--- config.mk ---
export PLATFORM = sky130hd
export DESIGN_NAME = two_key_stable_sorter_flat
export DESIGN_NICKNAME = d
export VERILOG_FILES = /design/src/rtl/tksort_pkg.sv /design/src/rtl/tksort_in_if.sv /design/src/rtl/tksort_out_if.sv /design/src/rtl/tksort_cell.sv /design/src/rtl/two_key_stable_sorter.sv /design/src/flat_wrapper.sv
export SDC_FILE = /design/constraint.sdc
export NUM_CORES = 2
export LEC_CHECK = 0
export BUFFER_PORTS_ARGS = -buffer_cell sky130_fd_sc_hd__buf_2
export CAP_MARGIN = 40
export CORE_MARGIN = 5
export CORE_UTILIZATION = 47
export DETAILED_ROUTE_END_ITERATION = 7
export GPL_TIMING_DRIVEN = 0
export SLEW_MARGIN = 25
export SYNTH_ARGS = -nofsm -noshare
export SYNTH_HDL_FRONTEND = slang
export SYNTH_SLANG_ARGS = --single-unit
--- constraint.sdc ---
create_clock -name clk -period 8.8 [get_ports clk]
set_input_delay 1.76 -clock clk [delete_from_list [all_inputs] [get_ports clk]]
set_output_delay 1.76 -clock clk [all_outputs]
set_load 0.02 [all_outputs]
--- src/rtl/tksort_pkg.sv ---
package tksort_pkg;

	localparam int unsigned MAX_ITEMS_DEF = 8;
	// largest batch the arrival index below can number
	localparam int unsigned MAX_ITEMS_LIM = 64;
	localparam int unsigned TAG_W         = 8;
	localparam int unsigned PRI_W         = 8;
	localparam int unsigned NAME_W        = 64;
	localparam int unsigned SEQ_W         = $clog2(MAX_ITEMS_LIM);

	typedef struct packed {
		logic [TAG_W-1:0]  tag;
		logic [PRI_W-1:0]  primary;
		logic [NAME_W-1:0] name;
	} entry_t;

	// seq: arrival index within the batch
	typedef struct packed {
		logic             vld;
		logic [SEQ_W-1:0] seq;
		entry_t           ent;
	} slot_t;

	// per-cell control from the sequencer
	typedef struct packed {
		logic shift;   // unload toward cell 0
	} cell_ctrl_t;

	typedef enum logic [1:0] {
		ST_LOAD,
		ST_DRAIN,
		ST_EMIT
	} state_t;

	// true when a must be ordered after b; arrival index settles equal keys
	function automatic logic goes_after(slot_t a, slot_t b);
		goes_after = {a.ent.primary, a.ent.name, a.seq} > {b.ent.primary, b.ent.name, b.seq};
	endfunction

endpackage

--- src/rtl/tksort_in_if.sv ---
interface tksort_in_if;
	logic                             valid;
	logic                             ready;
	logic [tksort_pkg::TAG_W-1:0]     item_tag;
	logic [tksort_pkg::PRI_W-1:0]     primary_key;
	logic [tksort_pkg::NAME_W-1:0]    name_key;
	logic                             batch_last;

	modport source (output valid, item_tag, primary_key, name_key, batch_last, input ready);
	modport sink   (input valid, item_tag, primary_key, name_key, batch_last, output ready);
endinterface

--- src/rtl/tksort_out_if.sv ---
interface tksort_out_if;
	logic                             valid;
	logic                             ready;
	logic [tksort_pkg::TAG_W-1:0]     out_tag;
	logic [tksort_pkg::PRI_W-1:0]     out_primary;
	logic [tksort_pkg::NAME_W-1:0]    out_name;
	logic                             out_last;
	logic                             dropped_flag;

	modport source (output valid, out_tag, out_primary, out_name, out_last, dropped_flag,
		input ready);
	modport sink   (input valid, out_tag, out_primary, out_name, out_last, dropped_flag,
		output ready);
endinterface

--- src/rtl/tksort_cell.sv ---
// One insertion cell: keeps the smaller entry, hands the larger one on.
module tksort_cell (
	input  logic                   clk,
	input  logic                   arst_n,
	input  tksort_pkg::cell_ctrl_t ctrl,
	input  tksort_pkg::slot_t      din,    // from previous cell
	input  tksort_pkg::slot_t      nxt,    // held slot of next cell
	output tksort_pkg::slot_t      held,
	output tksort_pkg::slot_t      pass
);

	logic                             held_vld_q;
	tksort_pkg::entry_t               held_q;
	logic [tksort_pkg::SEQ_W-1:0]     held_seq_q;
	logic                             pass_vld_q;
	tksort_pkg::entry_t               pass_q;
	logic [tksort_pkg::SEQ_W-1:0]     pass_seq_q;

	always_ff @(posedge clk or negedge arst_n) begin
		if (!arst_n) begin
			held_vld_q <= 1'b0;
			pass_vld_q <= 1'b0;
		end else if (ctrl.shift) begin
			held_vld_q <= nxt.vld;
			pass_vld_q <= 1'b0;
		end else begin
			pass_vld_q <= din.vld && held_vld_q;
			if (din.vld && !held_vld_q) begin
				held_vld_q <= 1'b1;
			end
		end
	end

	// equal keys are ordered by arrival index, so arrival order survives
	// even when a displaced older entry trails a newer one down the chain
	always_ff @(posedge clk) begin
		if (ctrl.shift) begin
			held_q     <= nxt.ent;
			held_seq_q <= nxt.seq;
		end else if (din.vld) begin
			if (!held_vld_q) begin
				held_q     <= din.ent;
				held_seq_q <= din.seq;
			end else if (tksort_pkg::goes_after(held, din)) begin
				held_q     <= din.ent;
				held_seq_q <= din.seq;
				pass_q     <= held_q;
				pass_seq_q <= held_seq_q;
			end else begin
				pass_q     <= din.ent;
				pass_seq_q <= din.seq;
			end
		end
	end

	assign held = '{vld: held_vld_q, seq: held_seq_q, ent: held_q};
	assign pass = '{vld: pass_vld_q, seq: pass_seq_q, ent: pass_q};

endmodule

--- src/rtl/two_key_stable_sorter.sv ---
// Two-key stable sorter.
// items  : one entry per transfer (tag, primary key, 64-bit name key,
//          batch_last). While loading, one transfer per cycle is taken.
// results: the batch in ascending order of primary key, then name key;
//          equal keys keep arrival order. out_last marks the final entry,
//          dropped_flag is set on every result of a batch that overflowed.
// Entries arriving with MAX_ITEMS already stored are discarded.
// After the transfer carrying batch_last the sequencer drains (the
// insertion chain settles), then gives one result per cycle from a
// registered output while the receiver accepts. An output stall also
// delays the start of the next batch.
// items.ready is low from the batch_last transfer until the final result
// is loaded into the output register; the next batch may load while that
// result still waits.
// A receiver stall freezes the chain; no result is lost or repeated.
// Reset empties the chain and returns to loading; stored payload is not
// cleared.
module two_key_stable_sorter #(
	parameter int unsigned MAX_ITEMS = tksort_pkg::MAX_ITEMS_DEF
) (
	input  logic          clk,
	input  logic          arst_n,
	tksort_in_if.sink     items,
	tksort_out_if.source  results
);

	localparam int unsigned CNT_W = $clog2(MAX_ITEMS + 1);
	localparam int unsigned DRN_W = $clog2(MAX_ITEMS);
	localparam int unsigned SEQ_W = tksort_pkg::SEQ_W;

	tksort_pkg::state_t     state_q, state_d;
	logic [CNT_W-1:0]       fill_q;
	logic [DRN_W-1:0]       drain_q;
	logic                   ovf_q;

	logic                   in_xfer;
	logic                   full;
	logic                   out_free;
	logic                   emit_step;
	tksort_pkg::cell_ctrl_t ctrl;

	tksort_pkg::slot_t      held [MAX_ITEMS];
	tksort_pkg::slot_t      pass [MAX_ITEMS];
	tksort_pkg::slot_t      din0;

	// output register
	logic                   out_vld_q;
	tksort_pkg::entry_t     out_ent_q;
	logic                   out_last_q;
	logic                   out_drop_q;

	assign in_xfer  = items.valid && items.ready;
	assign full     = (fill_q == CNT_W'(MAX_ITEMS));
	assign out_free = !out_vld_q || results.ready;

	// next state
	always_comb begin
		state_d = state_q;
		unique case (state_q)
			tksort_pkg::ST_LOAD: begin
				if (in_xfer && items.batch_last) begin
					state_d = tksort_pkg::ST_DRAIN;
				end
			end
			tksort_pkg::ST_DRAIN: begin
				if (drain_q == DRN_W'(MAX_ITEMS - 1)) begin
					state_d = tksort_pkg::ST_EMIT;
				end
			end
			tksort_pkg::ST_EMIT: begin
				if (out_free && fill_q == CNT_W'(1)) begin
					state_d = tksort_pkg::ST_LOAD;
				end
			end
			default: state_d = tksort_pkg::ST_LOAD;
		endcase
	end

	// outputs of the sequencer
	always_comb begin
		items.ready = 1'b0;
		emit_step   = 1'b0;
		unique case (state_q)
			tksort_pkg::ST_LOAD:  items.ready = 1'b1;
			tksort_pkg::ST_DRAIN: ;
			tksort_pkg::ST_EMIT:  emit_step = out_free;
			default: ;
		endcase
	end

	assign ctrl.shift = emit_step;

	always_ff @(posedge clk or negedge arst_n) begin
		if (!arst_n) begin
			state_q <= tksort_pkg::ST_LOAD;
			fill_q  <= '0;
			drain_q <= '0;
			ovf_q   <= 1'b0;
		end else begin
			state_q <= state_d;
			if (in_xfer) begin
				if (full) begin
					ovf_q <= 1'b1;
				end else begin
					fill_q <= fill_q + CNT_W'(1);
				end
				drain_q <= '0;
			end else if (state_q == tksort_pkg::ST_DRAIN) begin
				drain_q <= drain_q + DRN_W'(1);
			end
			if (emit_step) begin
				fill_q <= fill_q - CNT_W'(1);
				if (fill_q == CNT_W'(1)) begin
					ovf_q <= 1'b0;
				end
			end
		end
	end

	// new entry enters cell 0 only while there is room; fill count is its arrival index
	assign din0.vld         = in_xfer && !full;
	assign din0.seq         = SEQ_W'(fill_q);
	assign din0.ent.tag     = items.item_tag;
	assign din0.ent.primary = items.primary_key;
	assign din0.ent.name    = items.name_key;

	// insertion chain: cell 0 holds the smallest entry
	for (genvar k = 0; k < MAX_ITEMS; k++) begin : g_cell
		tksort_pkg::slot_t cin;
		tksort_pkg::slot_t cnx;
		if (k == 0) begin : g_first
			assign cin = din0;
		end else begin : g_mid
			assign cin = pass[k-1];
		end
		if (k == MAX_ITEMS - 1) begin : g_end
			assign cnx = '{vld: 1'b0, seq: held[k].seq, ent: held[k].ent};
		end else begin : g_nxt
			assign cnx = held[k+1];
		end
		tksort_cell u_cell (
			.clk    (clk),
			.arst_n (arst_n),
			.ctrl   (ctrl),
			.din    (cin),
			.nxt    (cnx),
			.held   (held[k]),
			.pass   (pass[k])
		);
	end

	// output register; dropped flag is sampled while the batch is unloaded
	always_ff @(posedge clk or negedge arst_n) begin
		if (!arst_n) begin
			out_vld_q <= 1'b0;
		end else if (emit_step) begin
			out_vld_q <= 1'b1;
		end else if (results.ready) begin
			out_vld_q <= 1'b0;
		end
	end

	always_ff @(posedge clk) begin
		if (emit_step) begin
			out_ent_q  <= held[0].ent;
			out_last_q <= (fill_q == CNT_W'(1));
			out_drop_q <= ovf_q;
		end
	end

	assign results.valid        = out_vld_q;
	assign results.out_tag      = out_ent_q.tag;
	assign results.out_primary  = out_ent_q.primary;
	assign results.out_name     = out_ent_q.name;
	assign results.out_last     = out_last_q;
	assign results.dropped_flag = out_drop_q;

endmodule

--- src/flat_wrapper.sv ---
// flat-port wrapper written by rule: the top's interface ports become plain ports
module two_key_stable_sorter_flat 
#(
	parameter int unsigned MAX_ITEMS = tksort_pkg::MAX_ITEMS_DEF
)
  (clk, arst_n, items_valid, items_item_tag, items_primary_key, items_name_key, items_batch_last, items_ready, results_valid, results_out_tag, results_out_primary, results_out_name, results_out_last, results_dropped_flag, results_ready);
  tksort_in_if items_i ();
  tksort_out_if results_i ();
  input  logic clk;
  input  logic arst_n;
  input wire logic [$bits(items_i.valid)-1:0] items_valid;
  input wire logic [$bits(items_i.item_tag)-1:0] items_item_tag;
  input wire logic [$bits(items_i.primary_key)-1:0] items_primary_key;
  input wire logic [$bits(items_i.name_key)-1:0] items_name_key;
  input wire logic [$bits(items_i.batch_last)-1:0] items_batch_last;
  output wire logic [$bits(items_i.ready)-1:0] items_ready;
  output wire logic [$bits(results_i.valid)-1:0] results_valid;
  output wire logic [$bits(results_i.out_tag)-1:0] results_out_tag;
  output wire logic [$bits(results_i.out_primary)-1:0] results_out_primary;
  output wire logic [$bits(results_i.out_name)-1:0] results_out_name;
  output wire logic [$bits(results_i.out_last)-1:0] results_out_last;
  output wire logic [$bits(results_i.dropped_flag)-1:0] results_dropped_flag;
  input wire logic [$bits(results_i.ready)-1:0] results_ready;
  assign items_i.valid = items_valid;
  assign items_i.item_tag = items_item_tag;
  assign items_i.primary_key = items_primary_key;
  assign items_i.name_key = items_name_key;
  assign items_i.batch_last = items_batch_last;
  assign items_ready = items_i.ready;
  assign results_valid = results_i.valid;
  assign results_out_tag = results_i.out_tag;
  assign results_out_primary = results_i.out_primary;
  assign results_out_name = results_i.out_name;
  assign results_out_last = results_i.out_last;
  assign results_dropped_flag = results_i.dropped_flag;
  assign results_i.ready = results_ready;
  two_key_stable_sorter #(.MAX_ITEMS(MAX_ITEMS)) u_core (.clk(clk), .arst_n(arst_n), .items(items_i), .results(results_i));
endmodule
==> metrics.txt <==
status=completed; required time worst endpoint=9.32 ns; clk_lat worst skew=0.78 ns; CTS root buf=clkbuf_16; largest family of logic cells by synthesized area=adder cells; Post-Place Cells=8255; vias in the first global route=44706; Die Y-Extent=398 um; cell area after layout=79700 sq um; max-slew violations=0; largest net degree at the start of global routing=59; syn nets=6748; total core area=150000 sq um; Distinct cells, synth=67; CTS H-Tree Depth=4; FILL cells=12905; post-synthesis xor/xnor area fraction=0.000371; top_reg_cell synth=edfxtp_1; synthesis-stage register bit count=1398; overall die area=159000 sq um; Fmax achieved=0.179 GHz; Vias/cell=5.40; Placer Congestion=0.929; CTS Buf Count=150; Syn. warnings=0; Synth async-reset ratio=0.0186; CP max-delay cell=a31oi_1; LEAKAGE=30.7 nW; TritonRoute pass-1 iters=7; I/O Buffers=168; Mapped Area=70800 sq um; critical path class=input port to flop; maximum vdd drop=0.000208 V; wire per inst=20.6 um; setup violators final=0; cell count after synthesis=6036; final hold vios=0; Max-Cap Viols=0; placed instance area=75000 sq um; post-synthesis adder-cell area fraction=0.111; CP top delay family=simple AND/OR/NAND/NOR gates; DP Wirelength=135 mm; Remaining Overflow, GRT=0; Area Overhead vs Synth=12.6%; PwrDens=266 nW/um^2; Post CTS Setup Buffer Count=0; Syn Area/Cell=11.7 sq um; Remaining DRCs=0; Worst setup SP type=input port; cell mode on critical path=buf_2; slowest stage delay, CP=0.60 ns; EDFF count, synth=1372; crit path cell chain=buf_2, inv_1, ha_1, nand4_1, nor3_1, and3_1, nand4_1, a31oi_1, nor3_1, buf_2, nor2_1, buf_2, buf_6, mux2_2; WHS=0.418 ns; NumNets Final=7103; Critical Path Fanout Max=10; Finished Layout Cells=8533; Synth Area in Simple Gates=0.0887; post-synthesis mux area share=0.0590; clk_skew=0.0278 ns; DR vias=46068; CP Capture Type=flop; layout cells sized above 1=0.127; setup TNS=0 ns; cts repair resizes=0; DR iter-0 viols=3307; row count=142; RSZ-0062 raised after global routing=false; Initial Utilization=0.473; total track usage=0.221; worst slew pin tran=0.880 ns; DIE WIDTH=398 um; CTS tree=yes; Final min period=5.58 ns; sequential share of the synthesized area=0.591; clock slew at reported path FFs=0.06 ns; antenna violations before repair=0; ANT nets after route=0; critical path arrival=6.10 ns; worst path bufs/invs=5; first-pass GRT wire length=270 mm; # hold bufs at CTS=0; hold crit path type=flop to flop; CTS Sinks=1398; Worst slew margin=0.408; period utilisation layout=0.634; num ports=169; Clock Path Buffers=3; routed wire length=176 mm; Synth Area in Compound Gates=0.101
cell type report:
cell class	instances	area, sq um	area share
Clock buffer	200	4070	0.0510
Clock inverter	76	658	0.00826
Antenna cell	2	5.00	0.0000628
Inverter	643	2410	0.0303
Sequential cell	1398	41900	0.525
Timing Repair Buffer	203	1510	0.0189
Tap cell	2016	2520	0.0316
Multi-Input combinational cell	3766	25600	0.321
Buffer	229	1070	0.0134
metal layers:
metal,routed length [um],global-route usage
met2,75200,0.328
met5,0,0
met1,86000,0.338
met3,9160,0.0269
met4,5350,0.0698
path summary, 6_finish.rpt:
check	start	endpoint	slack, ns	cells past startpoint
setup / recovery	items_primary_key[7]	u_core.g_cell[0].u_cell.pass[78]$_DFFE_PP_	3.22	14
hold / removal	u_core.g_cell[6].u_cell.pass[78]$_DFFE_PP_	u_core.g_cell[7].u_cell.held[78]$_DFFE_PP_	0.42	0
setup reg to reg	u_core.g_cell[0].u_cell.held[69]$_DFFE_PP_	u_core.g_cell[0].u_cell.pass[78]$_DFFE_PP_	3.90	12
hold reg to reg	u_core.g_cell[6].u_cell.pass[78]$_DFFE_PP_	u_core.g_cell[7].u_cell.held[78]$_DFFE_PP_	0.42	0
max in group asynchronous	arst_n	u_core.drain_q[1]$_DFFE_PN0P_	7.29	1
min in group asynchronous	arst_n	u_core.g_cell[6].u_cell.held_vld_q$_DFFE_PN0P_	1.04	1
per-stage QoR:
stage	setup slack (ns)	util	power (W)
after detailed placement	2.44	0.501	0.0151
after floorplan	3.15	-	0.0133
after global placement	0.0612	0.495	0.0149
after CTS	3.27	0.532	0.0213
after global routing	3.30	0.532	0.0223
final	3.22	0.532	0.0212
synthesized netlist by cell type, types with 14 or more instances:
cell | instances | area, sq um
inv_1 | 643 | 2410
dfrtp_1 | 26 | 651
nand3_1 | 83 | 415
and3_1 | 22 | 138
mux2_2 | 330 | 3720
nand4_1 | 123 | 769
nor2_1 | 56 | 210
o211ai_1 | 14 | 105
a211oi_1 | 29 | 218
a21o_1 | 94 | 706
buf_2 | 28 | 140
nand2_1 | 1077 | 4040
nor4_1 | 26 | 163
clkbuf_1 | 174 | 653
o21ai_0 | 840 | 4200
a21oi_1 | 226 | 1130
mux2_1 | 40 | 450
ha_1 | 627 | 7850
edfxtp_1 | 1372 | 41200
and4_1 | 14 | 123
nor3_1 | 31 | 155
placed cells by master (no fill, tap or decap), drive strengths merged, types with 6 or more instances in the layout:
cell / netlist / layout
nor2b: 13 / 13
edfxtp: 1372 / 1372
o21a: 10 / 10
nand2: 1077 / 1077
a211oi: 29 / 29
a21boi: 9 / 9
or3: 7 / 7
nor2: 56 / 56
inv: 643 / 648
nor4: 27 / 27
nand4: 123 / 123
clkbuf: 174 / 374
a21oi: 226 / 226
o211ai: 14 / 14
a221oi: 11 / 11
mux2: 370 / 370
nand3: 83 / 83
a2111oi: 6 / 6
buf: 55 / 258
nor3: 31 / 31
and3: 22 / 22
bufinv: 0 / 8
dfrtp: 26 / 26
o31ai: 8 / 8
ha: 627 / 627
o21ai: 841 / 841
and4: 14 / 14
clkinv: 0 / 59
a21o: 94 / 94
kinds of logic after synthesis:
logic type / count (synthesis)
AO/OA/AOI/OAI: 1295
XOR/XNOR: 3
adder cells (fa/ha/maj): 627
buffers and inverters: 872
flip-flops: 1398
multiplexers: 371
AND/OR/NAND/NOR: 1470
registers in the layout (all words and copies together), names as in the netlist, 2 cells and up:
register                         cells
u_core.results.out_name             64
u_core.results.out_primary           8
u_core.g_cell.u_cell.held          640
u_core.g_cell.u_cell.pass          560
u_core.results.out_tag               8
u_core.fill_q                        4
u_core.drain_q                       3
u_core.g_cell.u_cell.held_vld_q      8
u_core.g_cell.u_cell.pass_seq_q     42
u_core.g_cell.u_cell.pass_vld_q      7
u_core.state_q                       2
u_core.g_cell.u_cell.held_seq_q     48
power by group:
part,internal [W],total [W],switching (W)
Combinational,0.00199,0.00521,0.00322
Sequential,0.00909,0.00982,0.000722
Clock,0.00350,0.00617,0.00267
(Power assumes the default switching activity.)
